## config.mk

```make
export PLATFORM = sky130hd
export DESIGN_NAME = sorted_min_priority_queue
export DESIGN_NICKNAME = d
export VERILOG_FILES = /design/src/design/smpq_pkg.sv /design/src/design/sorted_min_priority_queue.sv /design/src/design/smpq_cell.sv
export VERILOG_INCLUDE_DIRS = /design/src /design/src/design
export SDC_FILE = /design/constraint.sdc
export NUM_CORES = 2
export LEC_CHECK = 0
export BUFFER_PORTS_ARGS = -buffer_cell sky130_fd_sc_hd__buf_4
export CAP_MARGIN = 20
export CORE_MARGIN = 2
export CORE_UTILIZATION = 55
export CTS_BUF_LIST = sky130_fd_sc_hd__clkbuf_8
export DETAILED_ROUTE_END_ITERATION = 16
export HOLD_SLACK_MARGIN = 0.02
export PLACE_DENSITY = 0.73
export SLEW_MARGIN = 20
export SYNTH_ARGS = -nofsm -noshare
export SYNTH_HDL_FRONTEND = slang
export SYNTH_HIERARCHICAL = 1
export SYNTH_SLANG_ARGS = --single-unit
```

## constraint.sdc

```tcl
create_clock -name clk_i -period 5.2 [get_ports clk_i]
set_clock_uncertainty 0.15 [all_clocks]
set_input_delay 1.04 -clock clk_i [delete_from_list [all_inputs] [get_ports clk_i]]
set_output_delay 1.04 -clock clk_i [all_outputs]
set_load 0.05 [all_outputs]
```

## src/design/sorted_min_priority_queue_assert.svh

```systemverilog
// ---------------------------------------------------------------------------
// Assertion macros for the sorted minimum priority queue
// Clocked on clk_i and disabled while rst_ni is low.
// ---------------------------------------------------------------------------
`ifndef SORTED_MIN_PRIORITY_QUEUE_ASSERT_SVH
`define SORTED_MIN_PRIORITY_QUEUE_ASSERT_SVH

`ifndef SYNTHESIS
// Check that a property holds at every clock edge outside reset.
`define SMPQ_ASSERT(lbl, prop, msg) \
  lbl: assert property (@(posedge clk_i) disable iff (!rst_ni) (prop)) else $error(msg);
// Check that a condition never holds at any clock edge outside reset.
`define SMPQ_NEVER(lbl, cond, msg) \
  lbl: assert property (@(posedge clk_i) disable iff (!rst_ni) !(cond)) else $error(msg);
`else
`define SMPQ_ASSERT(lbl, prop, msg)
`define SMPQ_NEVER(lbl, cond, msg)
`endif

`endif

```

## src/design/smpq_pkg.sv

```systemverilog
// ---------------------------------------------------------------------------
// smpq_pkg
// Types and constants shared by the priority queue cells and the top level.
// ---------------------------------------------------------------------------
`default_nettype none

package smpq_pkg;

  localparam int VALUE_W = 32;
  localparam int COUNT_W = 5;
  localparam int FUNC_W  = 2;
  localparam int ERR_W   = 2;

  typedef enum logic [FUNC_W-1:0] {
    FUNC_PUSH  = 2'd0,
    FUNC_POP   = 2'd1,
    FUNC_CLEAR = 2'd2,
    FUNC_NOP   = 2'd3
  } func_e;

  typedef enum logic [ERR_W-1:0] {
    ERR_NONE  = 2'd0,
    ERR_EMPTY = 2'd1,
    ERR_FULL  = 2'd2
  } err_e;

  // Command broadcast to every cell of the chain.
  typedef struct packed {
    logic               ins;    // insert value in sorted position
    logic               del;    // remove head, shift toward head
    logic [VALUE_W-1:0] value;  // value to insert
  } cell_ctrl_t;

endpackage

`default_nettype wire

```

## src/design/sorted_min_priority_queue.sv

```systemverilog
// ---------------------------------------------------------------------------
// sorted_min_priority_queue
// Sorted-list minimum priority queue of signed Q16.16 values.
// ---------------------------------------------------------------------------
// The queue keeps up to CAPACITY values in ascending order in a chain of
// cells; cell zero always holds the smallest value. Each transfer carries an
// operation: push inserts the value ahead of the first stored value that is
// not smaller (equal values: newest first), pop drops the smallest, clear
// empties the queue, and the unused code reports the state unchanged. Every
// input transfer yields exactly one result transfer with the smallest value
// left (zero when empty), the empty flag, the count (low five bits of the
// fill level) and an error code: pop on an empty queue or push onto a full
// queue is flagged and changes nothing. The block takes one operation per
// clock cycle unless a held result stalls the input: all cells compare the
// pushed value against their entries in parallel and shift or hold in that
// same cycle, so the 32-bit signed compare plus a three-way select in each
// cell sets the path. The result is registered at the input transfer; a new
// input is taken whenever that register is empty or drains at the same edge.
// No clearing pass runs after reset; the queue starts empty.
// ---------------------------------------------------------------------------
`default_nettype none

module sorted_min_priority_queue import smpq_pkg::*; #(
  parameter int CAPACITY = 16
) (
  input  wire logic               clk_i,
  input  wire logic               rst_ni,
  input  wire logic               in_valid_i,
  output logic                    in_ready_o,
  input  wire logic [FUNC_W-1:0]  func_i,
  input  wire logic [VALUE_W-1:0] value_i,
  output logic                    out_valid_o,
  input  wire logic               out_ready_i,
  output logic [VALUE_W-1:0]      top_value_o,
  output logic                    is_empty_o,
  output logic [COUNT_W-1:0]      count_o,
  output logic [ERR_W-1:0]        error_o
);

  localparam int FILL_W = $clog2(CAPACITY + 1);

  // Fill level and output register.
  logic [FILL_W-1:0]  fill_q, fill_d;
  logic               out_valid_q, out_valid_d;
  logic [VALUE_W-1:0] top_q, top_d;
  logic               empty_q, empty_d;
  logic [COUNT_W-1:0] count_q, count_d;
  err_e               err_q, err_d;

  logic       in_xfer;
  func_e      func;
  logic       full, empty;
  cell_ctrl_t ctrl;

  // Chain wiring.
  logic [CAPACITY-1:0]              occ;
  logic [CAPACITY-1:0]              gt;
  logic [CAPACITY-1:0][VALUE_W-1:0] entry;
  logic [CAPACITY-1:0][VALUE_W-1:0] entry_d;

  // Accept when the result register is free or drains at this edge.
  assign in_ready_o = !out_valid_q || out_ready_i;
  assign in_xfer    = in_valid_i && in_ready_o;

  assign func  = func_e'(func_i);
  assign full  = (fill_q == FILL_W'(CAPACITY));
  assign empty = (fill_q == '0);

  // Decode the operation; rejected push or pop leaves the chain untouched.
  always_comb begin
    ctrl.ins   = 1'b0;
    ctrl.del   = 1'b0;
    ctrl.value = value_i;
    fill_d     = fill_q;
    err_d      = ERR_NONE;
    if (in_xfer) begin
      case (func)
        FUNC_PUSH: begin
          if (full) begin
            err_d = ERR_FULL;
          end else begin
            ctrl.ins = 1'b1;
            fill_d   = fill_q + FILL_W'(1);
          end
        end
        FUNC_POP: begin
          if (empty) begin
            err_d = ERR_EMPTY;
          end else begin
            ctrl.del = 1'b1;
            fill_d   = fill_q - FILL_W'(1);
          end
        end
        FUNC_CLEAR: fill_d = '0;
        default:    fill_d = fill_q;
      endcase
    end
  end

  // Row of cells: each sees its left and right neighbor.
  for (genvar i = 0; i < CAPACITY; i++) begin : g_cell
    logic               left_gt;
    logic [VALUE_W-1:0] left_entry;
    logic [VALUE_W-1:0] right_entry;

    assign occ[i] = (FILL_W'(i) < fill_q);

    if (i == 0) begin : g_head
      assign left_gt    = 1'b1;
      assign left_entry = '0;
    end else begin : g_body
      assign left_gt    = gt[i-1];
      assign left_entry = entry[i-1];
    end

    if (i == CAPACITY - 1) begin : g_tail
      assign right_entry = '0;
    end else begin : g_link
      assign right_entry = entry[i+1];
    end

    smpq_cell u_cell (
      .clk_i         (clk_i),
      .ctrl_i        (ctrl),
      .occ_i         (occ[i]),
      .left_gt_i     (left_gt),
      .left_entry_i  (left_entry),
      .right_entry_i (right_entry),
      .gt_o          (gt[i]),
      .entry_o       (entry[i]),
      .entry_d_o     (entry_d[i])
    );
  end

  // Build the result from the post-operation state of the head cell.
  always_comb begin
    top_d       = (fill_d != '0) ? entry_d[0] : '0;
    empty_d     = (fill_d == '0);
    count_d     = COUNT_W'(fill_d);
    out_valid_d = in_xfer || (out_valid_q && !out_ready_i);
  end

  always_ff @(posedge clk_i or negedge rst_ni) begin
    if (!rst_ni) begin
      fill_q      <= '0;
      out_valid_q <= 1'b0;
    end else begin
      fill_q      <= fill_d;
      out_valid_q <= out_valid_d;
    end
  end

  // Result payload: load on every input transfer, hold otherwise.
  always_ff @(posedge clk_i) begin
    if (in_xfer) begin
      top_q   <= top_d;
      empty_q <= empty_d;
      count_q <= count_d;
      err_q   <= err_d;
    end
  end

  assign out_valid_o = out_valid_q;
  assign top_value_o = top_q;
  assign is_empty_o  = empty_q;
  assign count_o     = count_q;
  assign error_o     = err_q;

`include "sorted_min_priority_queue_assert.svh"

  `SMPQ_NEVER(a_fill_range, fill_q > FILL_W'(CAPACITY), "fill level above capacity")
  `SMPQ_ASSERT(a_result_follows, in_xfer |=> out_valid_o, "no result after input transfer")
  `SMPQ_ASSERT(a_empty_err, out_valid_o && (err_q == ERR_EMPTY) |-> is_empty_o, "empty pop left queue nonempty")
  `SMPQ_ASSERT(a_empty_top, out_valid_o && is_empty_o |-> (top_value_o == '0), "empty queue reports nonzero top")
  `SMPQ_ASSERT(a_full_hold, in_xfer && full && (func == FUNC_PUSH) |=> fill_q == $past(fill_q), "push on full queue changed fill")

endmodule

`default_nettype wire

```

## src/design/smpq_cell.sv

```systemverilog
// ---------------------------------------------------------------------------
// smpq_cell
// One storage slot of the sorted chain: compare, then keep, insert or shift.
// ---------------------------------------------------------------------------
`default_nettype none

module smpq_cell import smpq_pkg::*; (
  input  wire logic               clk_i,
  input  wire cell_ctrl_t         ctrl_i,
  input  wire logic               occ_i,          // slot holds a live value
  input  wire logic               left_gt_i,      // left neighbor keeps its value
  input  wire logic [VALUE_W-1:0] left_entry_i,
  input  wire logic [VALUE_W-1:0] right_entry_i,
  output logic                    gt_o,           // this slot keeps its value
  output logic [VALUE_W-1:0]      entry_o,
  output logic [VALUE_W-1:0]      entry_d_o
);

  logic [VALUE_W-1:0] entry_q, entry_d;

  // Live entries smaller than the new value stay in place.
  assign gt_o = occ_i && ($signed(ctrl_i.value) > $signed(entry_q));

  always_comb begin
    entry_d = entry_q;
    if (ctrl_i.ins) begin
      if (gt_o) begin
        entry_d = entry_q;
      end else if (left_gt_i) begin
        entry_d = ctrl_i.value;
      end else begin
        entry_d = left_entry_i;
      end
    end else if (ctrl_i.del) begin
      entry_d = right_entry_i;
    end
  end

  always_ff @(posedge clk_i) begin
    entry_q <= entry_d;
  end

  assign entry_o   = entry_q;
  assign entry_d_o = entry_d;

endmodule

`default_nettype wire
```

======== Word-level counts from Yosys, hierarchy flattened ========
Cells that the tools add are included.
Widths: inputs -> output; s select.
word-level totals
  input port bits ......................... 38
  flip-flop bits (word level) ............. 558
cells by class
  equality and inequality tests ........... 18
  mux-type cells .......................... 75
  reductions and logical operators ........ 42
  $add $sub $neg .......................... 2
  $lt $le $gt $ge ......................... 32
operators with widths
  cell                 count
  $mux 32              63
  $gt 32x32->1         16
  $lt 4x5->1 const A   8
  $ne 2x2->1 const B   15
  $reduce_and 2->1     15
  $lt 3x5->1 const A   4
  $logic_and 1x1->1    18
  $mux 5               3
  $pmux 5 s3           1
  $logic_not 5->1      2
  $lt 1x5->1 const A   2
  $lt 2x5->1 const A   2
  $add 5x1->5 const B  1
  $eq 5x5->1 const B   1
  $mux 1               5
  $reduce_bool 5->1    1
  $sub 5x1->5 const B  1
  $mux 2               2
  $pmux 2 s2           1
  $eq 2x1->1 const B   1
  $eq 2x2->1 const B   1
  $logic_not 1->1      2
  $logic_not 2->1      1
  $logic_or 1x1->1     2
  $reduce_bool 2->1    1

======== Depth between registers and ports, before layout ========
  depth in word-level cells ............... 6
  depth in mapped cells ................... 15
  gate-level depth less buffers ........... 12

======== Hierarchy ========
Netlist, hierarchy kept.
by module, submodules not included
  module                     cells an instance  area an instance (µm²)  seq. area each (µm²)  times used
  smpq_cell                  279                2,479.9                 640.6                 16
  sorted_min_priority_queue  184                2,418.6                 1,351.3               1

======== Least setup slack after synthesis ========
No wires, ideal clock.
  kind .................................... input-to-reg
  start ................................... in out_ready_i
  end ..................................... reg top_q[10], in the netlist top_value_o[10] (data pin)
  setup slack ............................. -717 ps
  stages .................................. 8
  buffers on the path ..................... 1
  required time ........................... 4,792 ps
  data arrival time ....................... 5,509 ps
  cell sequence ........................... nand2b_1 > nand3_1 > nor3_1 > or2_2 > o31ai_4 > buf_6 > a221o_1 > a21boi_2
RTL lines
  what                  RTL line                          RTL
  start, declared       sorted_min_priority_queue.sv:33   input wire logic out_ready_i,
  end signal, assigned  sorted_min_priority_queue.sv:156  top_q <= top_d;
  end, declared         sorted_min_priority_queue.sv:45   logic [VALUE_W-1:0] top_q, top_d;

==> metrics.cfg <==
[run_status]
status=completed

[clock_network]
cts_sinks=558
clk_pin_slew_worst_paths_ns=0.06
cts_resized=0
cts_tree=yes
hold_buffers=1
numCtsBuffers=101
clock_latency_ns=0.72
postCtsSetupRepairBufs=0
cts_root_buf=clkbuf_8
htreeDepth=3
ctsLongestPathBuffers=3

[synth]
yosysUniqueCellTypes=60
synth_edf_count=40
avgSynthCellArea_sq_um=9.06
syn_inst=4648
ys_top_cells_by_area=dfxtp_1 (24%), ha_1 (15%), mux2i_1 (12%), a221o_1 (12%), a21oi_1 (9.0%)
synth_common_cells=a21oi_1 (757), inv_1 (566), ha_1 (516), dfxtp_1 (512), mux2i_1 (512)
ys_ff_latch=558
ys_seq_area_share_pct=27.6
async_flop_share_pct=1.08
synth.largest_area_cell=dfxtp_1
syn_area_sq_um=42100
ys.flop_type=dfxtp_1
yosysMostFrequentCell=a21oi_1
yosys_warnings=6
yosysTopAreaCellShare_pct=24.3

[die]
die-area_sq_um=78800
fp.dieH_microns=281
start_util_pct=55.5
die_w_microns=281
coreArea_sq_um=75800
design.portCount=80
rows=101

[grt]
grt_max_degree=41
grt_pass1_vias=37269
overflow=0
grt_pass1_wl_mm=212
grt_antenna_before_repair=4
grtUsageTotal_pct=34.2

[detailed_routing]
dr.pass1.iters=5
drtIter0Drc=3883
drc=0
routedWlPerCell_microns=23.8
vias=38911
viasPerCell=6.69
routed_wl_mm=139
ant_nets=0

[min_path]
hold_path_class=flip-flop to flip-flop

[power]
switchingPower_mw=12.6
p_seq_share_pct=32.2
ir_drop_mv=0.346
p_leak_nw=18.6
p_clk_share_pct=16.1
combPwrFrac_pct=51.7
sw_frac_of_total_pct=44.9
p_int_mw=15.4
p_per_area_nw_per_um2=602

[sta]
worst_pin_slew_ns=1.12
setup_viol=0
rsz0062_at_grt=no
fin_tns_setup_ns=0
report.final.slew_viol_count=0
fmax_mhz=245
period_minus_slack_ns=4.08
fin_crit_sh_pct=78.5
setup_ws_ns=1.12
slew_headroom_pct=25.6
hold_viol=0

[setup_path]
r2r_cells=11
crit_type=input port to flip-flop
crit_path_end=g_cell[9].u_cell/entry_o[16]
cp_max_fo=31
crit_path_end_kind=flip-flop
rrSetupSlack_ns=1.41
start_kind=input port
timing.rr.end=g_cell[8].u_cell/entry_o[18]
r2r_start=g_cell[7].u_cell/entry_o[19]
critPathLaunch=value_i[25]
crit_required_ns=5.66
crit_arrival_ns=4.54

[placement]
gp_congestion=1.00
hpwl_mm=100
post-place-ws_ns=0.558
port_buffers=79

[layout]
drive_above_1_share_pct=12.4
fill_cells=6491
seqCellArea_sq_um=11600
multi_input_area_sq_um=27400
area_delta_synth_final_pct=10.4
design.final.nets=5306

[flow_run]
drv_cap=0

worst min-delay path by stage:
stage | from | slack [ns] | cells after the start | to
after detailed placement | g_cell[15].u_cell/entry_o[18] | 0.36 | 1 | g_cell[15].u_cell/entry_o[18]
after CTS | in_valid_i | 0.35 | 2 | out_valid_o
final | g_cell[15].u_cell/entry_o[19] | 0.37 | 1 | g_cell[15].u_cell/entry_o[19]
after global placement | g_cell[15].u_cell/entry_o[23] | 0.35 | 1 | g_cell[14].u_cell/entry_o[23]
after floorplan | g_cell[15].u_cell/entry_o[31] | 0.33 | 1 | g_cell[15].u_cell/entry_o[31]
after global routing | in_valid_i | 0.37 | 2 | out_valid_o
critical path, cell delays in order:
cell	delay [ns]
buf_4	0.51
buf_4	0.31
ha_1	0.18
nand4_1	0.20
or4_4	0.56
a31oi_1	0.21
or4_1	0.87
a21oi_1	0.28
a221o_1	0.34
registers in the layout (all words and copies together), names as in the netlist:
| register | count |
|---|---|
| count_o | 5 |
| is_empty_o | 1 |
| error_o | 2 |
| out_valid_o | 1 |
| g_cell.u_cell/entry_o | 512 |
| top_value_o | 32 |
| fill_q | 5 |
layer usage:
layer	GRT usage [%]	part of all wire, %	vias to the layer above
li1	-	-	17865
met1	42.7	40	18752
met3	7.03	8.6	523
met4	19.3	6.0	2
met5	0	0.0094	-
met2	55.0	45	1769
through the flow:
stage / hold WS, ns / std cells / cell area [sq um] / utilization, % / power, mW
global placement: 0.350 / 5620 / 44200 / 58.3 / 22.7
floorplan: 0.327 / 4711 / 42300 / - / 18.9
global route: 0.374 / 5814 / 46500 / 61.3 / 29.7
detailed placement: 0.357 / 5626 / 44300 / 58.4 / 23.2
CTS: 0.346 / 5813 / 46500 / 61.3 / 27.7
finish: 0.366 / 5816 / 46500 / 61.3 / 28.0
cell families after synthesis:
logic type	count (synthesis)	synth area share, %
multiplexers	512	12.2
AO/OA/AOI/OAI	1563	27.4
AND/OR/NAND/NOR	643	8.84
XOR/XNOR	2	0.0416
other	2	0.0178
adder cells (fa/ha/maj)	516	15.3
buffers and inverters	852	8.60
flip-flops	558	27.6
power groups by stage:
| stage | clock, mW | sequential, mW | combinational (mW) |
|---|---|---|---|
| 2_1_floorplan | 0 | 7.89 | 11.0 |
| 3_3_place_gp | 0 | 8.98 | 13.7 |
| 3_5_place_dp | 0 | 8.96 | 14.2 |
| 4_1_cts | 4.55 | 8.90 | 14.3 |
| 5_1_grt | 4.73 | 9.15 | 15.8 |
| 6_report | 4.52 | 9.00 | 14.5 |
cell usage in the layout, fill, tap and decap left out, types with 17 or more instances in the layout:
| master | instances |
|---|---|
| nand3_1 | 52 |
| o21ai_1 | 33 |
| clkbuf_8 | 135 |
| and3_1 | 33 |
| ha_1 | 516 |
| a21boi_2 | 30 |
| o21ai_0 | 55 |
| nand4_1 | 114 |
| nand2b_1 | 22 |
| or4_1 | 64 |
| inv_1 | 591 |
| nor3_1 | 20 |
| or2_2 | 17 |
| a221o_1 | 496 |
| conb_1 | 65 |
| nand2_1 | 138 |
| o211ai_1 | 18 |
| dfxtp_1 | 512 |
| mux2i_1 | 512 |
| nor2b_1 | 18 |
| edfxtp_1 | 40 |
| buf_4 | 201 |
| a31oi_1 | 18 |
| a21oi_1 | 757 |
| nor2_1 | 71 |
layout make-up:
cell class,count,share of cell area [%]
Clock inverter,51,0.727
Antenna cell,3,0.0162
Timing Repair Buffer,224,4.15
Multi-Input combinational cell,3301,58.9
Sequential cell,558,25.0
Tap cell,978,2.63
Inverter,566,4.57
Clock buffer,135,4.00
Power figures use the tool's default switching activity.
